$ cat src/gca_pkg.sv
package gca_pkg;

	localparam int NUM_DEPOTS  = 8;
	localparam int MAX_VENDORS = 1024;

	localparam int DEPOT_W   = 3;
	localparam int DIST_W    = 20;
	localparam int AMOUNT_W  = 24;
	localparam int COST_W    = 22;
	localparam int TOTAL_W   = 32;
	localparam int VIDX_W    = 10;
	localparam int VCOUNT_W  = $clog2(MAX_VENDORS);
	localparam int CAP_IDX_W = (NUM_DEPOTS > 1) ? $clog2(NUM_DEPOTS) : 1;

	localparam logic [COST_W-1:0]   PENALTY_FACTOR = COST_W'(3);
	localparam logic [VCOUNT_W-1:0] VCOUNT_LAST    = VCOUNT_W'(MAX_VENDORS - 1);

	typedef enum logic {
		CMD_LOAD  = 1'b0,
		CMD_OFFER = 1'b1
	} cmd_t;

	typedef struct packed {
		cmd_t                command;
		logic [DEPOT_W-1:0]  depot;
		logic [DIST_W-1:0]   distance;
		logic [AMOUNT_W-1:0] amount;
		logic                last_depot;
		logic                last_vendor;
	} req_t;

	typedef struct packed {
		logic [VIDX_W-1:0]  vendor_index;
		logic [DEPOT_W-1:0] chosen_depot;
		logic               assigned;
		logic [COST_W-1:0]  cost_added;
		logic [TOTAL_W-1:0] total_cost;
		logic               run_done;
	} result_t;

	typedef struct packed {
		logic                 en;
		logic [CAP_IDX_W-1:0] addr;
		logic [AMOUNT_W-1:0]  data;
	} cap_wr_t;

	function automatic logic depot_in_range(logic [DEPOT_W-1:0] d);
		return int'(d) < NUM_DEPOTS;
	endfunction

endpackage

$ cat src/gca_cap_store.sv
module gca_cap_store import gca_pkg::*; (
	input  logic                 clk,
	input  cap_wr_t              wr,
	input  logic [CAP_IDX_W-1:0] rd_addr,
	output logic [AMOUNT_W-1:0]  rd_data
);

	logic [AMOUNT_W-1:0] cap_q [NUM_DEPOTS];

	always_ff @(posedge clk) begin
		if (wr.en) begin
			cap_q[wr.addr] <= wr.data;
		end
	end

	assign rd_data = cap_q[rd_addr];

endmodule

$ cat src/gca_vendor_track.sv
module gca_vendor_track import gca_pkg::*; (
	input  logic                clk,
	input  logic                arst_n,
	input  logic                fire,
	input  req_t                req,
	input  logic [AMOUNT_W-1:0] cap_rd,
	output cap_wr_t             cap_wr,
	output logic                has_result,
	output result_t             result
);

	logic [DIST_W-1:0]   best_dist_q;
	logic [DEPOT_W-1:0]  best_dep_q;
	logic                found_q;
	logic [AMOUNT_W-1:0] best_amt_q;
	logic [AMOUNT_W-1:0] best_cap_q;
	logic [DIST_W-1:0]   largest_q;
	logic [VCOUNT_W-1:0] vcount_q;
	logic [TOTAL_W-1:0]  total_q;

	logic                in_range;
	logic                is_offer;
	logic                fit;
	logic [DIST_W-1:0]   best_dist_n;
	logic [DEPOT_W-1:0]  best_dep_n;
	logic                found_n;
	logic [AMOUNT_W-1:0] best_amt_n;
	logic [AMOUNT_W-1:0] best_cap_n;
	logic [DIST_W-1:0]   largest_n;
	logic [COST_W-1:0]   cost;
	logic [TOTAL_W:0]    sum;
	logic [TOTAL_W-1:0]  total_n;
	logic [AMOUNT_W-1:0] cap_left;

	assign in_range   = depot_in_range(req.depot);
	assign is_offer   = (req.command == CMD_OFFER);
	assign has_result = is_offer && req.last_depot;

	// candidate compare, first depot wins a tie
	assign fit = is_offer && in_range && (cap_rd >= req.amount)
		&& (!found_q || (req.distance < best_dist_q));

	always_comb begin
		best_dist_n = best_dist_q;
		best_dep_n  = best_dep_q;
		found_n     = found_q;
		best_amt_n  = best_amt_q;
		best_cap_n  = best_cap_q;
		largest_n   = largest_q;
		if (is_offer && in_range && (req.distance > largest_q)) begin
			largest_n = req.distance;
		end
		if (fit) begin
			best_dist_n = req.distance;
			best_dep_n  = req.depot;
			found_n     = 1'b1;
			best_amt_n  = req.amount;
			best_cap_n  = cap_rd;
		end
	end

	always_comb begin
		cost     = found_n ? COST_W'(best_dist_n) : COST_W'(largest_n) * PENALTY_FACTOR;
		sum      = {1'b0, total_q} + (TOTAL_W + 1)'(cost);
		total_n  = sum[TOTAL_W] ? {TOTAL_W{1'b1}} : sum[TOTAL_W-1:0];
		cap_left = (best_cap_n >= best_amt_n) ? best_cap_n - best_amt_n : '0;
	end

	always_comb begin
		cap_wr = '0;
		if (!is_offer) begin
			cap_wr.en   = fire && in_range;
			cap_wr.addr = CAP_IDX_W'(req.depot);
			cap_wr.data = req.amount;
		end else begin
			cap_wr.en   = fire && has_result && found_n && depot_in_range(best_dep_n);
			cap_wr.addr = CAP_IDX_W'(best_dep_n);
			cap_wr.data = cap_left;
		end
	end

	always_comb begin
		result.vendor_index = VIDX_W'(vcount_q);
		result.chosen_depot = found_n ? best_dep_n : '0;
		result.assigned     = found_n;
		result.cost_added   = cost;
		result.total_cost   = total_n;
		result.run_done     = req.last_vendor;
	end

	always_ff @(posedge clk or negedge arst_n) begin
		if (!arst_n) begin
			best_dist_q <= '1;
			best_dep_q  <= '0;
			found_q     <= 1'b0;
			best_amt_q  <= '0;
			best_cap_q  <= '0;
			largest_q   <= '0;
			vcount_q    <= '0;
			total_q     <= '0;
		end else if (fire) begin
			if (!is_offer) begin
				// a load may change the capacity of the kept depot
				if (in_range && (req.depot == best_dep_q)) begin
					best_cap_q <= req.amount;
				end
			end else if (has_result) begin
				best_dist_q <= '1;
				best_dep_q  <= '0;
				found_q     <= 1'b0;
				best_amt_q  <= '0;
				best_cap_q  <= '0;
				largest_q   <= '0;
				if (req.last_vendor) begin
					vcount_q <= '0;
					total_q  <= '0;
				end else begin
					vcount_q <= (vcount_q == VCOUNT_LAST) ? '0 : vcount_q + 1'b1;
					total_q  <= total_n;
				end
			end else begin
				best_dist_q <= best_dist_n;
				best_dep_q  <= best_dep_n;
				found_q     <= found_n;
				best_amt_q  <= best_amt_n;
				best_cap_q  <= best_cap_n;
				largest_q   <= largest_n;
			end
		end
	end

endmodule

$ cat src/greedy_capacitated_assign.sv
// greedy capacitated assignment of vendors to depots
//
// input channel (in_valid / in_ready): one request per cycle while in_ready
// is high, either a depot capacity load (command = 0) or a candidate depot
// offer for the current vendor (command = 1). last_depot on an offer closes
// the vendor; last_vendor on that same request also closes the run.
// output channel (out_valid / out_ready): one result per closed vendor with
// the chosen depot or the penalty, the cost added and the running total.
//
// a request accepted into the input register is evaluated there against the
// vendor state and the 8-entry capacity register file; its result is then
// registered in the output register that drives out_valid, and throughput
// is one request per cycle while in_ready is high.
// if the receiver stalls with a result still held, the input register keeps
// the next request only if it would produce a result; loads and non-final
// offers keep flowing. in_ready then stays low until out_ready returns.
// reset clears the vendor state, vendor count and run total; capacities are
// not cleared and must be loaded before depots are offered.
module greedy_capacitated_assign import gca_pkg::*; (
	input  logic                clk,
	input  logic                arst_n,
	input  logic                in_valid,
	output logic                in_ready,
	input  logic                command,
	input  logic [DEPOT_W-1:0]  depot,
	input  logic [DIST_W-1:0]   distance,
	input  logic [AMOUNT_W-1:0] amount,
	input  logic                last_depot,
	input  logic                last_vendor,
	output logic                out_valid,
	input  logic                out_ready,
	output logic [VIDX_W-1:0]   vendor_index,
	output logic [DEPOT_W-1:0]  chosen_depot,
	output logic                assigned,
	output logic [COST_W-1:0]   cost_added,
	output logic [TOTAL_W-1:0]  total_cost,
	output logic                run_done
);

	logic                s1_valid_q;
	req_t                req_s1;
	logic                s1_adv;
	logic                s1_fire;
	logic                s1_has_result;
	result_t             result;
	cap_wr_t             cap_wr;
	logic [AMOUNT_W-1:0] cap_rd;
	logic                out_valid_q;
	result_t             out_q;

	assign s1_adv   = !s1_has_result || !out_valid_q || out_ready;
	assign s1_fire  = s1_valid_q && s1_adv;
	assign in_ready = !s1_valid_q || s1_adv;

	always_ff @(posedge clk or negedge arst_n) begin
		if (!arst_n) begin
			s1_valid_q <= 1'b0;
		end else if (in_ready) begin
			s1_valid_q <= in_valid;
		end
	end

	always_ff @(posedge clk) begin
		if (in_ready && in_valid) begin
			req_s1.command     <= cmd_t'(command);
			req_s1.depot       <= depot;
			req_s1.distance    <= distance;
			req_s1.amount      <= amount;
			req_s1.last_depot  <= last_depot;
			req_s1.last_vendor <= last_vendor;
		end
	end

	gca_cap_store u_cap_store (
		.clk     (clk),
		.wr      (cap_wr),
		.rd_addr (CAP_IDX_W'(req_s1.depot)),
		.rd_data (cap_rd)
	);

	gca_vendor_track u_vendor_track (
		.clk        (clk),
		.arst_n     (arst_n),
		.fire       (s1_fire),
		.req        (req_s1),
		.cap_rd     (cap_rd),
		.cap_wr     (cap_wr),
		.has_result (s1_has_result),
		.result     (result)
	);

	always_ff @(posedge clk or negedge arst_n) begin
		if (!arst_n) begin
			out_valid_q <= 1'b0;
		end else if (s1_fire && s1_has_result) begin
			out_valid_q <= 1'b1;
		end else if (out_ready) begin
			out_valid_q <= 1'b0;
		end
	end

	always_ff @(posedge clk) begin
		if (s1_fire && s1_has_result) begin
			out_q <= result;
		end
	end

	assign out_valid    = out_valid_q;
	assign vendor_index = out_q.vendor_index;
	assign chosen_depot = out_q.chosen_depot;
	assign assigned     = out_q.assigned;
	assign cost_added   = out_q.cost_added;
	assign total_cost   = out_q.total_cost;
	assign run_done     = out_q.run_done;

	// a decided vendor waiting on a full output must hold the input side
	a_no_overrun: assert property (@(posedge clk) disable iff (!arst_n)
		s1_valid_q && s1_has_result && out_valid_q && !out_ready |-> !in_ready)
		else $error("decision would overwrite a pending result");

	// only a held decision can block the input
	a_stall_cause: assert property (@(posedge clk) disable iff (!arst_n)
		!in_ready |-> s1_valid_q && s1_has_result)
		else $error("input stalled without a pending decision");

	// a penalty result reports depot zero
	a_penalty_depot: assert property (@(posedge clk) disable iff (!arst_n)
		out_valid_q && !out_q.assigned |-> out_q.chosen_depot == '0)
		else $error("penalty result with nonzero depot");

	// a closed run clears the vendor count
	a_run_restart: assert property (@(posedge clk) disable iff (!arst_n)
		s1_fire && s1_has_result && req_s1.last_vendor
		|=> u_vendor_track.vcount_q == '0)
		else $error("vendor count not cleared at end of run");

endmodule

$ cat config.mk
export PLATFORM = sky130hd
export DESIGN_NAME = greedy_capacitated_assign
export DESIGN_NICKNAME = d
export VERILOG_FILES = /design/src/gca_pkg.sv /design/src/gca_cap_store.sv /design/src/gca_vendor_track.sv /design/src/greedy_capacitated_assign.sv
export SDC_FILE = /design/constraint.sdc
export NUM_CORES = 1
export LEC_CHECK = 0
export BUFFER_PORTS_ARGS = -buffer_cell sky130_fd_sc_hd__buf_2
export CORE_AREA = 2 2 244 246
export CTS_CLUSTER_DIAMETER = 40
export CTS_CLUSTER_SIZE = 20
export DETAILED_ROUTE_END_ITERATION = 16
export DIE_AREA = 0 0 246 248
export PLACE_DENSITY = 0.61
export SYNTH_ARGS = -nofsm -noshare
export SYNTH_HDL_FRONTEND = slang
export SYNTH_SLANG_ARGS = --single-unit
$ cat constraint.sdc
create_clock -name clk -period 11.25 [get_ports clk]
set_input_delay 2.25 -clock clk [delete_from_list [all_inputs] [get_ports clk]]
set_output_delay 2.25 -clock clk [all_outputs]
set_load 0.01 [all_outputs]
=== Word-level counts from Yosys, hierarchy flattened ===
Memory sizes are Yosys's and may differ from the RTL's. A register that Yosys moved wholly into a read port is not among the register bits.
Cells that the tools add are included.

* Memories kept: 1
* Word-level logic and storage cells: 80
* Output and inout port bits: 71
* Input bits: 54
* Bits in writable memories: 192
* Register bits after elaboration: 255

* Add/sub/neg operators: 3
* Equality and inequality tests: 2
* Order comparisons: 4
* Multiply operators: 1
* Reductions and logical operators: 21
* Muxes and demuxes: 26

{| class="wikitable"
|+ Memories
! name !! depth !! bits a word !! read ports !! clocked after memory_dff !! write ports !! line !! source
|-
| u_cap_store.cap_q || 8 || 24 || 1 || 1 || 1 || gca_cap_store.sv:8 || <nowiki>logic [AMOUNT_W-1:0] cap_q [NUM_DEPOTS];</nowiki>
|}

{| class="wikitable"
|+ Operators by type and width
! operator !! count
|-
| $mux W24 || 7
|-
| $mux W20 || 4
|-
| $mux W32 || 2
|-
| $ge A24 B24 Y1 || 2
|-
| $add A32 B22 Y33 || 1
|-
| $mux W28 || 1
|-
| $sub A24 B24 Y24 || 1
|-
| $mul A20 B2 Y22 const B || 1
|-
| $mux W22 || 1
|-
| $gt A20 B20 Y1 || 1
|-
| $lt A20 B20 Y1 || 1
|-
| $mux W10 || 2
|-
| $add A10 B1 Y10 const B || 1
|-
| $eq A10 B10 Y1 const B || 1
|-
| $mux W3 || 3
|-
| $logic_and A1 B1 Y1 || 8
|-
| $mux W1 || 6
|-
| $logic_not A1 Y1 || 4
|-
| $logic_or A1 B1 Y1 || 4
|-
| $reduce_and A2 Y1 || 2
|-
| $reduce_bool A2 Y1 || 2
|-
| $eq A3 B3 Y1 || 1
|-
| $reduce_and A3 Y1 || 1
|}

=== Longest topological paths before layout ===
* Depth in word-level cells: 10
* Mapped depth: 32
* Gate-level depth less buffers: 29

=== By module ===
A second synthesis with hierarchy kept.

* Cell total of the unflattened synthesis: 1838
* Area total of the unflattened synthesis: 23028.3 µm²

{| class="wikitable"
|+ By module, submodules not included
! module !! cells each !! seq. area each (µm²) !! times used !! area each (µm²)
|-
| gca_vendor_track || 1419 || 3378.2 || 1 || 12031.5
|-
| gca_cap_store || 290 || 5765.5 || 1 || 7317.0
|-
| greedy_capacitated_assign || 129 || 3623.5 || 1 || 3679.8
|}

=== Worst setup path before layout ===
Ideal clock, no wire load.

* Kind: reg-to-reg
* From: reg with a tool-made name
* To: mem u_cap_store.cap_q[0][17] (data pin)
* Arrival: 6.324 ns
* Cell stages (with the launch flop): 26
* Setup time: 0.282 ns
* Clock period less this slack: 6.606 ns
* Path buffers: 5
* Setup slack: 4.644 ns
* Data required time: 10.968 ns
* Cell sequence: dfxtp_1 > buf_1 > buf_2 > mux4_2 > mux2i_1 > inv_1 > ha_1 > a211oi_1 > o21ai_1 > a211oi_1 > o21ai_0 > a22o_1 > a21boi_4 > buf_6 > buf_6 > buf_4 > a21oi_1 > ha_1 > nor2b_1 > o31a_1 > o41a_1 > a311o_1 > o21a_1 > o21a_1 > o21a_1 > o32ai_1

{| class="wikitable"
|+ RTL lines
! what !! line
|-
| end: declaration || gca_cap_store.sv:8
|}

==> metrics.cfg <==
[floorplanning]
fp.dieH_um=248
core_um2=58500
rows=89
die_x_um=246
dieArea_um2=61000
boundaryPins=125
start_util_pct=39.7

[sta]
setup_violations=0
slew_viol_final=0
finalCriticalPeriod_ns=8.76
setup_ws_ns=2.49
relSlewSlack_pct=31.0
rsz0062_at_grt=no
tightest_slew_ns=1.04
hold_violations=0
fin_crit_sh_pct=77.8
max_freq_ghz=0.114
final.setup.tns_ns=0
skew_ns=0.0287

[logic_synthesis]
ys_async_sr_fraction_pct=30.2
seq_area_frac_synth_pct=55.3
syn_inst=1873
synthTopCellsByArea=edfxtp_1, dfrtp_1, ha_1
yosys.area.top_type=edfxtp_1
yosysWarnings=0
syn-num-nets=2060
avgSynthCellArea_um2=12.4
synth_area_um2=23200
synth_edf_count=311
synth_cell_types=91
synth-main-ff-cell=edfxtp_1
synth_top_area_share_pct=40.2
ys_ff_latch=450

[cts]
cts_resized=0
cts_sinks=450
root_buffer=clkbuf_16
postCtsSetupBuffers=0
clock_latency_ns=0.63
cts_hold_buf=0
htree_num_levels=3
cts.path.max_buffers=3
numCtsBuffers=78
cts_tree=built
clk_pin_slew_worst_paths_ns=0.05

[cells_and_area]
seqCellArea_um2=12800
mostFrequentLayoutCell=edfxtp_1
area_growth_pct=18.2
layout_common_cells=edfxtp_1, nand2_1, inv_1, ha_1, buf_2
multiInputGateArea_um2=9600
fin_cells=2856
num_antenna_cells=0
finalNetCount=2205
fillers=5193
drive_gt1_share_pct=20.5

[worst_hold_path]
hp-class=reg -> reg
worstHoldPathCells=2
hp-start=u_vendor_track.total_q[14]$_DFFE_PN0P_
whs_endpoint=u_vendor_track.total_q[14]$_DFFE_PN0P_

[pwr]
p_total_mw=6.16
power_density_nw_per_um2=225
p_int_mw=4.15
power_frac_comb_pct=26.9
p_leak_nw=11.1
vdd_drop_max_mv=0.135
netSwitchingFraction_pct=32.6
p_sw_mw=2.01
power_frac_seq_pct=34.5
pwr-share-clk_pct=38.6

[critical_path]
rr_endpoint=u_cap_store.cap_q[0][17]$_DFFE_PP_
r2r_setup_slack_ns=2.49
critical_path_required_ns=11.54
crit_fanout=112
cp.arrival_ns=9.05
reg2regPathDepth=24
critPathCaptureType=flop
crit_type=reg -> reg
startpoint_type=flop

[placed_design]
io_buffer_count=124
place_ws_ns=2.51
placedCellCount=2711
hpwl_um=38400
gp_congestion=0.837

[global_routing]
track_usage_pct=19.6
grt_pass1_vias=16091
antenna_found_initial=0
overflow=0
grt_pass1_wl_um=92000
grt_max_degree=113

[detailed_routing]
detail_route.wl_per_cell_um=20.7
firstDrtPassIters=7
drc=0
wirelength_um=59000
vias=15891
drt_first_iter_violations=927
via_per_inst=5.56
postRouteAntennaNets=0

[outcome]
outcome=finished clean

[flow_run]
cap_viol_max_count=0

[layer usage]
metal  wire (um)  vias to the layer above  track usage [%]
met1       25900                     7897             25.7
met2       27900                      435             32.1
met5           0                        -                0
li1            -                     7425                -
met3        3240                      134             3.86
met4        1930                        0             7.20
[area by class of cell]
type                       count  area share [%]
clock inverter                59            2.46
clock buffer                  86            7.29
inverter                     144            1.97
sequential                   450            46.8
multi-input combinational   1195            35.0
tap                          773            3.52
timing repair buffer         149            3.01
[cells in the mapped netlist, drive strengths merged (20+ instances only)]
cell type,number
o21ai,85
nor2,103
a21oi,98
mux2i,61
o22ai,21
xor2,26
a22o,66
ha,130
mux4,48
edfxtp,311
nand3,22
nand2,152
dfrtp,116
dfstp,20
xnor2,24
buf,43
o221ai,26
a21o,31
nor3,29
clkbuf,41
inv,143
[sequential cells by signal, summed over array words and instances (netlist names), named ones only]
name / cells
u_vendor_track.best_dep_q: 3
chosen_depot: 3
assigned: 1
cost_added: 22
u_vendor_track.total_q: 32
total_cost: 32
u_vendor_track.best_amt_q: 24
u_vendor_track.best_cap_q: 24
u_vendor_track.found_q: 1
run_done: 1
u_vendor_track.vcount_q: 10
u_vendor_track.best_dist_q: 20
s1_valid_q: 1
req_s1: 50
vendor_index: 10
out_valid: 1
u_vendor_track.largest_q: 20
u_cap_store.cap_q: 192
[power groups by stage]
stage          Clock (mW)  Sequential (mW)  Combinational [mW]
5_1_grt              2.50             2.14                1.85
3_5_place_dp            0             2.16                1.64
6_report             2.38             2.13                1.66
4_1_cts              2.43             2.13                1.66
3_3_place_gp            0             2.15                1.62
2_1_floorplan           0             2.13                1.24
[worst max path at each step]
stage | start | slack (ns) | depth (start not counted) | endpoint
2_1_floorplan | flop | 4.64 | 25 | u_cap_store.cap_q[0][17]$_DFFE_PP_
3_3_place_gp | flop | 2.60 | 24 | u_cap_store.cap_q[3][17]$_DFFE_PP_
3_5_place_dp | flop | 2.51 | 24 | u_cap_store.cap_q[0][17]$_DFFE_PP_
4_1_cts | flop | 2.48 | 24 | u_cap_store.cap_q[0][17]$_DFFE_PP_
5_1_grt | flop | 1.94 | 24 | u_cap_store.cap_q[0][17]$_DFFE_PP_
6_report | flop | 2.49 | 24 | u_cap_store.cap_q[0][17]$_DFFE_PP_
[metrics by stage]
| stage | cell area (um2) | hold slack (ns) | utilization [%] |
|---|---|---|---|
| floorplan | 23200 | 0.424 | - |
| global placement | 24800 | 0.462 | 42.4 |
| detailed placement | 24800 | 0.465 | 42.4 |
| CTS | 27400 | 0.476 | 46.9 |
| global route | 27400 | 0.507 | 46.9 |
| finish | 27400 | 0.472 | 46.9 |
[cells by family (layout without fill, tap and decap cells)]
family,count (synthesis),in the layout,share of synthesized area [%]
XOR/XNOR,50,50,1.89
adder cells (fa/ha/maj),133,133,7.27
AO/OA/AOI/OAI,485,485,15.6
multiplexers,117,117,7.67
AND/OR/NAND/NOR,410,410,8.18
flip-flops,450,450,55.3
buffers and inverters,228,438,4.17
[critical path, cell delays in order, from the launching register on]
cell      delay (ns)
dfxtp_4         1.04
mux4_2          0.61
mux2i_1         0.34
inv_1           0.09
ha_1            0.30
o21ai_0         0.08
o21ai_0         0.23
a21oi_1         0.11
o31ai_1         0.46
a22o_1          0.44
a21boi_4        0.28
buf_12          0.48
mux2_1          0.39
ha_1            0.20
inv_1           0.07
fa_1            0.24
a211oi_1        0.11
o21ai_0         0.34
nand4_1         0.19
nand4_1         0.21
nand2_1         0.17
o31ai_1         0.15
a41oi_2         0.54
buf_4           0.40
o32ai_1         0.83
Power figures use the tool's default switching activity.
